[src/rtl/itf_pkg.sv]
// ----------------------------------------------------------------------------
// itf_pkg: shared types and constants of the integer text formatter
// Format codes, ASCII constants, the digit generator control bundle and
// the digit-to-character mapping.
// ----------------------------------------------------------------------------
package itf_pkg;

  // Conversion selected by the format code. Unused codes act as unsigned decimal.
  typedef enum logic [2:0] {
    FMT_OCT  = 3'd0,
    FMT_SDEC = 3'd1,
    FMT_UDEC = 3'd2,
    FMT_LHEX = 3'd3,
    FMT_UHEX = 3'd4
  } fmt_code_t;

  localparam logic [6:0] CH_SPACE   = 7'h20;
  localparam logic [6:0] CH_MINUS   = 7'h2d;
  localparam logic [6:0] CH_ZERO    = 7'h30;
  localparam logic [6:0] CH_UPPER_A = 7'h41;
  localparam logic [6:0] CH_LOWER_A = 7'h61;

  // Control from the sequencer to the digit generator.
  typedef struct packed {
    logic start;    // load a new magnitude
    logic octal;    // digits are three bits wide
    logic decimal;  // convert to BCD before the digits are read
    logic take;     // the top digit has been used; move to the next one
  } dig_ctrl_t;

  // One digit value (0 to 15) as an ASCII character.
  function automatic logic [6:0] digit_char(input logic [3:0] d, input logic caps);
    logic [6:0] base;
    base = caps ? CH_UPPER_A : CH_LOWER_A;
    if (d < 4'd10) begin
      digit_char = CH_ZERO + {3'b000, d};
    end else begin
      digit_char = base + {3'b000, d} - 7'd10;
    end
  endfunction

endpackage

[src/rtl/itf_in_if.sv]
// ----------------------------------------------------------------------------
// itf_in_if: input channel of the integer text formatter
// One beat carries an integer and its format settings.
// ----------------------------------------------------------------------------
interface itf_in_if;
  logic               valid;
  logic               ready;
  logic signed [63:0] value;
  logic [2:0]         format_code;
  logic               pad_left;
  logic               zero_fill;
  logic [6:0]         field_width;
  logic [5:0]         digit_precision;

  modport source (
    output valid, value, format_code, pad_left, zero_fill, field_width, digit_precision,
    input  ready
  );
  modport sink (
    input  valid, value, format_code, pad_left, zero_fill, field_width, digit_precision,
    output ready
  );
endinterface

[src/rtl/itf_out_if.sv]
// ----------------------------------------------------------------------------
// itf_out_if: output channel of the integer text formatter
// One beat carries one ASCII character and an end-of-text mark.
// ----------------------------------------------------------------------------
interface itf_out_if;
  logic       valid;
  logic       ready;
  logic [6:0] char_code;
  logic       last;

  modport source (output valid, char_code, last, input ready);
  modport sink   (input valid, char_code, last, output ready);
endinterface

[src/rtl/itf_digit_gen.sv]
// ----------------------------------------------------------------------------
// itf_digit_gen: digit generator
// Turns a magnitude into octal, decimal or hex digits. Decimal goes through
// a bit-serial double dabble; leading zero digits are then shifted out one
// per cycle, which leaves the digit count and the leading digit at the top.
// ----------------------------------------------------------------------------
module itf_digit_gen #(
  parameter int VALUE_BITS = 64
) (
  input  logic                  clk,
  input  logic                  rst,
  input  itf_pkg::dig_ctrl_t    ctrl,
  input  logic [VALUE_BITS-1:0] mag,
  output logic                  done,
  output logic [$clog2((VALUE_BITS+2)/3+1)-1:0] count,
  output logic [3:0]            top_digit
);

  localparam int SLOTS = (VALUE_BITS + 2) / 3;
  localparam int DW    = 4 * SLOTS;
  localparam int CW    = $clog2(SLOTS + 1);
  localparam int BW    = $clog2(VALUE_BITS + 1);

  typedef enum logic [3:0] {
    G_IDLE  = 4'b0001,
    G_CONV  = 4'b0010,
    G_NORM  = 4'b0100,
    G_READY = 4'b1000
  } gen_state_t;

  gen_state_t            state;
  logic [DW-1:0]         dreg;
  logic [VALUE_BITS-1:0] sh;
  logic [BW-1:0]         bits_left;
  logic [CW-1:0]         cnt;
  logic                  oct;

  logic [DW-1:0] corrected;
  logic [DW-1:0] shifted;

  // Add three to every BCD digit of five or more before the next shift.
  always_comb begin
    for (int i = 0; i < SLOTS; i++) begin
      corrected[4*i +: 4] = (dreg[4*i +: 4] >= 4'd5) ? dreg[4*i +: 4] + 4'd3
                                                      : dreg[4*i +: 4];
    end
  end

  assign top_digit = oct ? {1'b0, dreg[3*SLOTS-1 -: 3]} : dreg[DW-1 -: 4];
  assign shifted   = oct ? (dreg << 3) : (dreg << 4);
  assign done      = (state == G_READY);
  assign count     = cnt;

  always_ff @(posedge clk) begin
    if (rst) begin
      state <= G_IDLE;
    end else if (ctrl.start) begin
      oct <= ctrl.octal;
      cnt <= CW'(SLOTS);
      if (ctrl.decimal) begin
        dreg      <= '0;
        sh        <= mag;
        bits_left <= BW'(VALUE_BITS);
        state     <= G_CONV;
      end else begin
        dreg  <= {{(DW-VALUE_BITS){1'b0}}, mag};
        state <= G_NORM;
      end
    end else begin
      unique case (state)
        G_IDLE: begin
        end
        G_CONV: begin
          dreg      <= {corrected[DW-2:0], sh[VALUE_BITS-1]};
          sh        <= sh << 1;
          bits_left <= bits_left - BW'(1);
          if (bits_left == BW'(1)) begin
            state <= G_NORM;
          end
        end
        G_NORM: begin
          if (cnt != CW'(1) && top_digit == 4'd0) begin
            dreg <= shifted;
            cnt  <= cnt - CW'(1);
          end else begin
            state <= G_READY;
          end
        end
        G_READY: begin
          if (ctrl.take) begin
            dreg <= shifted;
            cnt  <= cnt - CW'(1);
          end
        end
        default: state <= G_IDLE;
      endcase
    end
  end

endmodule

[src/rtl/integer_text_formatter_unit.sv]
// ----------------------------------------------------------------------------
// integer_text_formatter_unit: printf-style text for one integer
// Steps: after the accepting edge come the BCD conversion (decimal only),
//   the drop of leading zero digits, setup and the load of the first character.
// Throughput: one item at a time; the next beat is taken once the last
//   character has been placed in the output register, one character per cycle while the output is not stalled.
// Reset: synchronous, active high; clears the sequencer and the output valid.
//
// The integer is reduced to a magnitude and a minus flag when it is taken.
// The digit generator produces the digits most significant first and
// reports their count; the setup cycle works out the zero fill, the space
// padding and the total length, and the emitter walks through the parts of
// the text in order: leading spaces, sign, zeros, digits, trailing spaces.
// ----------------------------------------------------------------------------
module integer_text_formatter_unit #(
  parameter int VALUE_BITS = 64,
  parameter int MAX_FIELD  = 64
) (
  input  logic     clk,
  input  logic     rst,
  itf_in_if.sink   item,
  itf_out_if.source text
);

  localparam int SLOTS = (VALUE_BITS + 2) / 3;
  localparam int CW    = $clog2(SLOTS + 1);
  localparam int FW    = $clog2(MAX_FIELD + 1);

  typedef enum logic [3:0] {
    S_IDLE  = 4'b0001,
    S_WORK  = 4'b0010,
    S_SETUP = 4'b0100,
    S_EMIT  = 4'b1000
  } seq_state_t;

  seq_state_t state;

  // Settings of the item in flight.
  logic       pad;
  logic       zfill;
  logic       caps;
  logic       neg;
  logic [6:0] wid;
  logic [5:0] prec;

  // Part counters used while the text goes out.
  logic [FW-1:0] spaces;
  logic [FW-1:0] zeros;
  logic [FW-1:0] rem;

  // Output register.
  logic       ovalid;
  logic [6:0] ochar;
  logic       olast;

  itf_pkg::dig_ctrl_t dig_ctrl;
  logic               dig_done;
  logic [CW-1:0]      dig_count;
  logic [3:0]         dig_top;

  logic                  accept;
  logic                  in_neg;
  logic [VALUE_BITS-1:0] in_bits;
  logic [VALUE_BITS-1:0] in_mag;
  logic                  in_octal;
  logic                  in_hex;

  assign item.ready = (state == S_IDLE);
  assign accept     = item.valid && item.ready;

  // Magnitude of the value: two's complement negation only for a negative
  // number in signed decimal mode, so the most negative value wraps to its
  // correct unsigned magnitude.
  assign in_bits  = item.value[VALUE_BITS-1:0];
  assign in_neg   = (item.format_code == itf_pkg::FMT_SDEC) && in_bits[VALUE_BITS-1];
  assign in_mag   = in_neg ? ({VALUE_BITS{1'b0}} - in_bits) : in_bits;
  assign in_octal = (item.format_code == itf_pkg::FMT_OCT);
  assign in_hex   = (item.format_code == itf_pkg::FMT_LHEX) ||
                    (item.format_code == itf_pkg::FMT_UHEX);

  // Setup arithmetic, in nine signed bits so that every difference fits.
  logic signed [8:0] place9, wid9, prec9, sign9;
  logic signed [8:0] zero_raw, zero_cnt, space_raw, space_cnt, total;

  always_comb begin
    place9 = $signed(9'(dig_count));
    wid9   = $signed({2'b00, wid});
    prec9  = $signed({3'b000, prec});
    sign9  = neg ? 9'sd1 : 9'sd0;
    if (prec != 6'd0) begin
      zero_raw = prec9 - place9;
    end else if (zfill && pad) begin
      zero_raw = wid9 - place9 - sign9;
    end else begin
      zero_raw = 9'sd0;
    end
    zero_cnt  = (zero_raw < 9'sd0) ? 9'sd0 : zero_raw;
    space_raw = wid9 - place9 - zero_cnt - sign9;
    space_cnt = (space_raw < 9'sd0) ? 9'sd0 : space_raw;
    total     = space_cnt + zero_cnt + place9 + sign9;
  end

  // The output register may be refilled when it is empty or being drained.
  logic       fire;
  logic       use_digit;
  logic [6:0] pick_char;

  assign fire = (state == S_EMIT) && (!ovalid || text.ready);

  // Choose the next character. Leading spaces exist only with pad-left, so
  // the final arm can only be reached by trailing spaces.
  always_comb begin
    use_digit = 1'b0;
    if (pad && spaces != '0) begin
      pick_char = itf_pkg::CH_SPACE;
    end else if (neg) begin
      pick_char = itf_pkg::CH_MINUS;
    end else if (zeros != '0) begin
      pick_char = itf_pkg::CH_ZERO;
    end else if (dig_count != '0) begin
      pick_char = itf_pkg::digit_char(dig_top, caps);
      use_digit = 1'b1;
    end else begin
      pick_char = itf_pkg::CH_SPACE;
    end
  end

  assign dig_ctrl.start   = accept;
  assign dig_ctrl.octal   = in_octal;
  assign dig_ctrl.decimal = !in_octal && !in_hex;
  assign dig_ctrl.take    = fire && use_digit;

  itf_digit_gen #(
    .VALUE_BITS (VALUE_BITS)
  ) u_digit_gen (
    .clk       (clk),
    .rst       (rst),
    .ctrl      (dig_ctrl),
    .mag       (in_mag),
    .done      (dig_done),
    .count     (dig_count),
    .top_digit (dig_top)
  );

  // Sequencer.
  always_ff @(posedge clk) begin
    if (rst) begin
      state <= S_IDLE;
    end else begin
      unique case (state)
        S_IDLE: begin
          if (accept) begin
            state <= S_WORK;
          end
        end
        S_WORK: begin
          if (dig_done) begin
            state <= S_SETUP;
          end
        end
        S_SETUP: begin
          state <= S_EMIT;
        end
        S_EMIT: begin
          if (fire && rem == FW'(1)) begin
            state <= S_IDLE;
          end
        end
        default: state <= S_IDLE;
      endcase
    end
  end

  // Item settings and part counters; width and precision saturate to the
  // field limits here.
  always_ff @(posedge clk) begin
    if (accept) begin
      pad   <= item.pad_left;
      zfill <= item.zero_fill;
      caps  <= (item.format_code == itf_pkg::FMT_UHEX);
      neg   <= in_neg;
      wid   <= (item.field_width > 7'(MAX_FIELD)) ? 7'(MAX_FIELD) : item.field_width;
      prec  <= ({1'b0, item.digit_precision} > 7'(MAX_FIELD - 1)) ? 6'(MAX_FIELD - 1)
                                                                  : item.digit_precision;
    end else if (state == S_SETUP) begin
      zeros  <= zero_cnt[FW-1:0];
      spaces <= space_cnt[FW-1:0];
      rem    <= total[FW-1:0];
    end else if (fire) begin
      rem <= rem - FW'(1);
      if (pad && spaces != '0) begin
        spaces <= spaces - FW'(1);
      end else if (neg) begin
        neg <= 1'b0;
      end else if (zeros != '0) begin
        zeros <= zeros - FW'(1);
      end else if (!use_digit) begin
        spaces <= spaces - FW'(1);
      end
    end
  end

  // Output register.
  always_ff @(posedge clk) begin
    if (rst) begin
      ovalid <= 1'b0;
    end else if (fire) begin
      ovalid <= 1'b1;
    end else if (text.ready) begin
      ovalid <= 1'b0;
    end
  end

  always_ff @(posedge clk) begin
    if (fire) begin
      ochar <= pick_char;
      olast <= (rem == FW'(1));
    end
  end

  assign text.valid     = ovalid;
  assign text.char_code = ochar;
  assign text.last      = olast;

  // A taken beat always starts the digit generator's work.
  a_accept_work: assert property (@(posedge clk) disable iff (rst)
    accept |=> (state == S_WORK))
    else $error("accepted beat did not start conversion");

  // Setup reads the digit count only once the generator has finished.
  a_setup_done: assert property (@(posedge clk) disable iff (rst)
    (state == S_SETUP) |-> dig_done)
    else $error("setup before digits were ready");

  // A digit is never taken beyond the count that the generator holds.
  a_digit_left: assert property (@(posedge clk) disable iff (rst)
    dig_ctrl.take |-> (dig_count != '0) && dig_done)
    else $error("digit taken with none left");

  // The final character of an item is marked and the sequencer goes idle.
  a_last_idle: assert property (@(posedge clk) disable iff (rst)
    (fire && rem == FW'(1)) |=> (text.valid && text.last && state == S_IDLE))
    else $error("final character not marked");

  // No item's text is empty: the setup always sees at least one digit.
  a_nonempty: assert property (@(posedge clk) disable iff (rst)
    (state == S_SETUP) |-> (dig_count != '0))
    else $error("empty digit string");

endmodule
[src/flat_wrapper.sv]
// flat-port wrapper written by rule: the top's interface ports become plain ports
module integer_text_formatter_unit_flat 
#(
  parameter int VALUE_BITS = 64,
  parameter int MAX_FIELD  = 64
)
  (clk, rst, item_valid, item_value, item_format_code, item_pad_left, item_zero_fill, item_field_width, item_digit_precision, item_ready, text_valid, text_char_code, text_last, text_ready);
  itf_in_if item_i ();
  itf_out_if text_i ();
  input  logic clk;
  input  logic rst;
  input wire logic [$bits(item_i.valid)-1:0] item_valid;
  input wire logic [$bits(item_i.value)-1:0] item_value;
  input wire logic [$bits(item_i.format_code)-1:0] item_format_code;
  input wire logic [$bits(item_i.pad_left)-1:0] item_pad_left;
  input wire logic [$bits(item_i.zero_fill)-1:0] item_zero_fill;
  input wire logic [$bits(item_i.field_width)-1:0] item_field_width;
  input wire logic [$bits(item_i.digit_precision)-1:0] item_digit_precision;
  output wire logic [$bits(item_i.ready)-1:0] item_ready;
  output wire logic [$bits(text_i.valid)-1:0] text_valid;
  output wire logic [$bits(text_i.char_code)-1:0] text_char_code;
  output wire logic [$bits(text_i.last)-1:0] text_last;
  input wire logic [$bits(text_i.ready)-1:0] text_ready;
  assign item_i.valid = item_valid;
  assign item_i.value = item_value;
  assign item_i.format_code = item_format_code;
  assign item_i.pad_left = item_pad_left;
  assign item_i.zero_fill = item_zero_fill;
  assign item_i.field_width = item_field_width;
  assign item_i.digit_precision = item_digit_precision;
  assign item_ready = item_i.ready;
  assign text_valid = text_i.valid;
  assign text_char_code = text_i.char_code;
  assign text_last = text_i.last;
  assign text_i.ready = text_ready;
  integer_text_formatter_unit #(.VALUE_BITS(VALUE_BITS), .MAX_FIELD(MAX_FIELD)) u_core (.clk(clk), .rst(rst), .item(item_i), .text(text_i));
endmodule
[config.mk]
export PLATFORM = sky130hd
export DESIGN_NAME = integer_text_formatter_unit_flat
export DESIGN_NICKNAME = d
export VERILOG_FILES = /design/src/rtl/itf_pkg.sv /design/src/rtl/itf_in_if.sv /design/src/rtl/itf_out_if.sv /design/src/rtl/itf_digit_gen.sv /design/src/rtl/integer_text_formatter_unit.sv /design/src/flat_wrapper.sv
export SDC_FILE = /design/constraint.sdc
export NUM_CORES = 1
export LEC_CHECK = 0
export ABC_AREA = 1
export BUFFER_PORTS_ARGS = -buffer_cell sky130_fd_sc_hd__buf_2
export CORE_MARGIN = 2
export CORE_UTILIZATION = 43
export CTS_CLUSTER_DIAMETER = 150
export DETAILED_ROUTE_END_ITERATION = 6
export HOLD_SLACK_MARGIN = 0.03
export PLACE_DENSITY_LB_ADDON = 0.12
export SETUP_SLACK_MARGIN = 0.5
export SLEW_MARGIN = 5
export SYNTH_ARGS = -nofsm -noshare
export SYNTH_HDL_FRONTEND = slang
export SYNTH_SLANG_ARGS = --single-unit
[constraint.sdc]
create_clock -name clk -period 7.45 [get_ports clk]
set_input_delay 0.3725 -clock clk [delete_from_list [all_inputs] [get_ports clk]]
set_output_delay 0.3725 -clock clk [all_outputs]
set_load 0.005 [all_outputs]
==> qor.yml <==
status:
  status: "complete, no violations"
synth:
  synth_cells: 2310
  ys_top_cells_by_count: "nand2_1, inv_1, o21ai_0"
  post-synth-top-area-cell: "edfxtp_1"
  syn_area_per_cell_um2: 7.41
  ys_ff_latch: 220
  syn-num-nets: 2494
  synth_edf_count: 211
  ys_warn_count: 0
  synth.most_common_cell: "nand2_1"
  synth.distinct_cells: 53
  yosysTopAreaCellShare_pct: 37.0
  synth_top_flop_cell: "edfxtp_1"
  yosysSeqAreaShare_pct: 38.1
  synthArstFlopShare_pct: 0
  synth_area_leaders: "edfxtp_1, nand2_1, o21ai_0, inv_1, ha_1"
  syn-cell-area_um2: 17100
die:
  die_h_um: 203
  core_um2: 39500
  rows: 73
  die_area_um2: 41400
  num_io_pins: 96
  initial_core_util_pct: 43.4
  die_w_um: 203
placed_design:
  place_area_um2: 18000
  hpwlAfterDp_mm: 36.4
  dp.cells: 2859
  io_buffers: 95
  globalplace.congestion: 0.962
finish:
  multi_input_area_um2: 9040
  fin_area_um2: 19000
  antenna_cells: 0
  seq_area_um2: 6520
  nFillCells: 4020
  area.growth.synth_to_final_pct: 10.9
  final_nets: 2559
  final_util_pct: 48.1
  drive_gt1_share_pct: 8.65
  fin_cells: 2918
power:
  max-vdd-ir-drop_v: 0.000155
  power.leakage_nw: 8.32
  p_per_area_nw_per_um2: 217
sta:
  final.min_clock_period_ns: 6.23
  tightestPinTransition_ns: 1.07
  maxSlewViolCount: 0
  relSlewSlack_pct: 28.1
  fin_crit_sh_pct: 83.7
  hold_viol: 0
  finalSetupTns_ns: 0
  fmax_mhz: 160
  setup_viol: 0
  hold_slack_ns: 0.0622
  rsz0062_at_grt: "no"
  clock_skew_ns: 0.0156
setup_path:
  cp_num_buf_inv: 6
  critPathKind: "reg -> reg"
  cp.required_ns: 7.75
  cpPeakStageDelay_ns: 0.47
  reg2reg_from: "u_core.u_digit_gen.count[0]"
  worst-path-max-fanout: 7
  r2r-end: "u_core.rem[6]"
  r2r_slack_ns: 1.22
  crit_family: "adder cells"
  startpoint_type: "flip-flop"
  r2r.worst_path.cells: 39
  slowest_stage: "fa_1"
  crit_path_frequent_cell: "nand2_1"
  cp-end-kind: "flip-flop"
  cp.arrival_ns: 6.54
min_path:
  min_from: "item_field_width[6]"
  hp-class: "in -> reg"
  min_path_cells: 1
  min_to: "u_core.wid[6]"
global_route:
  grt_max_degree: 99
  antenna_found_initial: 0
  grt_pass1_vias: 14900
  track_usage_pct: 23.9
  grt-ovfl-total: 0
  grt_pass1_wl_mm: 78.8
routing:
  wl_per_cell_um: 17.0
  viasPerCell: 5.34
  drtIter0Drc: 1059
  vias: 15600
  drcViolationCount: 0
  ant_nets: 0
  wl_mm: 49.6
  drtPass1Iterations: 5
clock_tree:
  cts_buffers: 27
  clockBufferDepth: 3
  cts_sinks: 220
  clkSlewWorstSetupHoldPaths_ns: 0.07
  cts.root.buffer_cell: "clkbuf_16"
  clk_latency_ns: 0.56
  htreeDepth: 1
  cts_tree: "done"
job:
  maxCapViolCount: 0
## where the power goes
group          internal (mW)  leakage [nW]  total, mW  switching, mW
clock network          0.767         0.424       1.31          0.539
registers               1.50          2.03       1.56         0.0559
logic                  0.452          5.86       1.26          0.812
total                   2.72          8.32       4.13           1.41
## cells in the final DEF, fill, tap and decap left out, types with 9 or more instances in the layout
cell / Yosys / final
nand2_1: 536 / 534
inv_1: 318 / 316
o21ai_0: 262 / 262
nor2_1: 224 / 223
edfxtp_1: 211 / 211
a21oi_1: 161 / 160
buf_2: 26 / 95
ha_1: 88 / 88
nand3_1: 86 / 86
xor2_1: 57 / 57
nand4_1: 37 / 37
o21ai_1: 35 / 35
clkbuf_16: 0 / 27
o211ai_1: 19 / 19
xnor2_1: 17 / 17
o31ai_1: 17 / 17
nor3_1: 17 / 16
nor3b_1: 16 / 16
buf_4: 3 / 16
a211oi_1: 13 / 13
or2_2: 10 / 10
fa_1: 10 / 10
nand2_2: 8 / 9
dfxtp_1: 9 / 9
## per-layer routing
metal	global-route usage, %	part of all wire (%)
met5	0	0
met4	9.57	4.3
met3	2.96	4.1
met2	40.9	48
met1	30.6	44
## worst max-delay path by stage
stage | startpoint | end | depth (start not counted)
global route | u_core.u_digit_gen.count[0] | u_core.rem[6] | 39
detailed placement | u_core.u_digit_gen.count[0] | u_core.rem[6] | 39
global placement | u_core.u_digit_gen.count[0] | u_core.rem[6] | 39
floorplan | u_core.u_digit_gen.count[0] | u_core.rem[6] | 40
finish | u_core.u_digit_gen.count[0] | u_core.rem[6] | 39
CTS | u_core.u_digit_gen.count[0] | u_core.rem[6] | 39
## cell families after synthesis
group,after synthesis,share of synthesized area [%]
multiplexers,1,0.0658
AND/OR/NAND/NOR,971,24.3
flip-flops,220,38.1
adder cells (fa/ha/maj),98,7.61
AO/OA/AOI/OAI,534,16.8
buffers and inverters,411,9.27
XOR/XNOR,75,3.88
## sequential cells by signal (all words and copies together) (netlist names), 4 cells and up
name	flops
u_core.u_digit_gen.state	4
u_core.u_digit_gen.sh	64
u_core.wid	7
u_core.state	4
u_core.text.char_code	7
u_core.u_digit_gen.bits_left	7
u_core.rem	7
u_core.zeros	7
u_core.u_digit_gen.count	5
u_core.u_digit_gen.dreg	88
u_core.spaces	7
u_core.prec	6
## layout make-up
type | count | area share, %
clock buffer | 36 | 3.95
timing repair buffer | 119 | 3.56
sequential | 220 | 34.3
multi-input combinational | 1679 | 47.6
inverter | 328 | 6.53
tap | 525 | 3.46
clock inverter | 11 | 0.534
## what timing repair did
item / CTS / global route
hold buffers: 8 / 0
setup endpoints to repair: 0 / 1
gates resized for setup: 0 / 3
endpoints found under the hold margin: 8 / 0
buffers inserted: 0 / 4
## through the flow
step	total power [mW]	setup slack [ns]
2_1_floorplan	2.50	1.78
3_3_place_gp	2.81	1.13
3_5_place_dp	2.84	1.01
4_1_cts	4.15	0.978
5_1_grt	4.39	0.557
6_report	4.13	1.22
No activity file was read; power rests on OpenSTA's default activity.
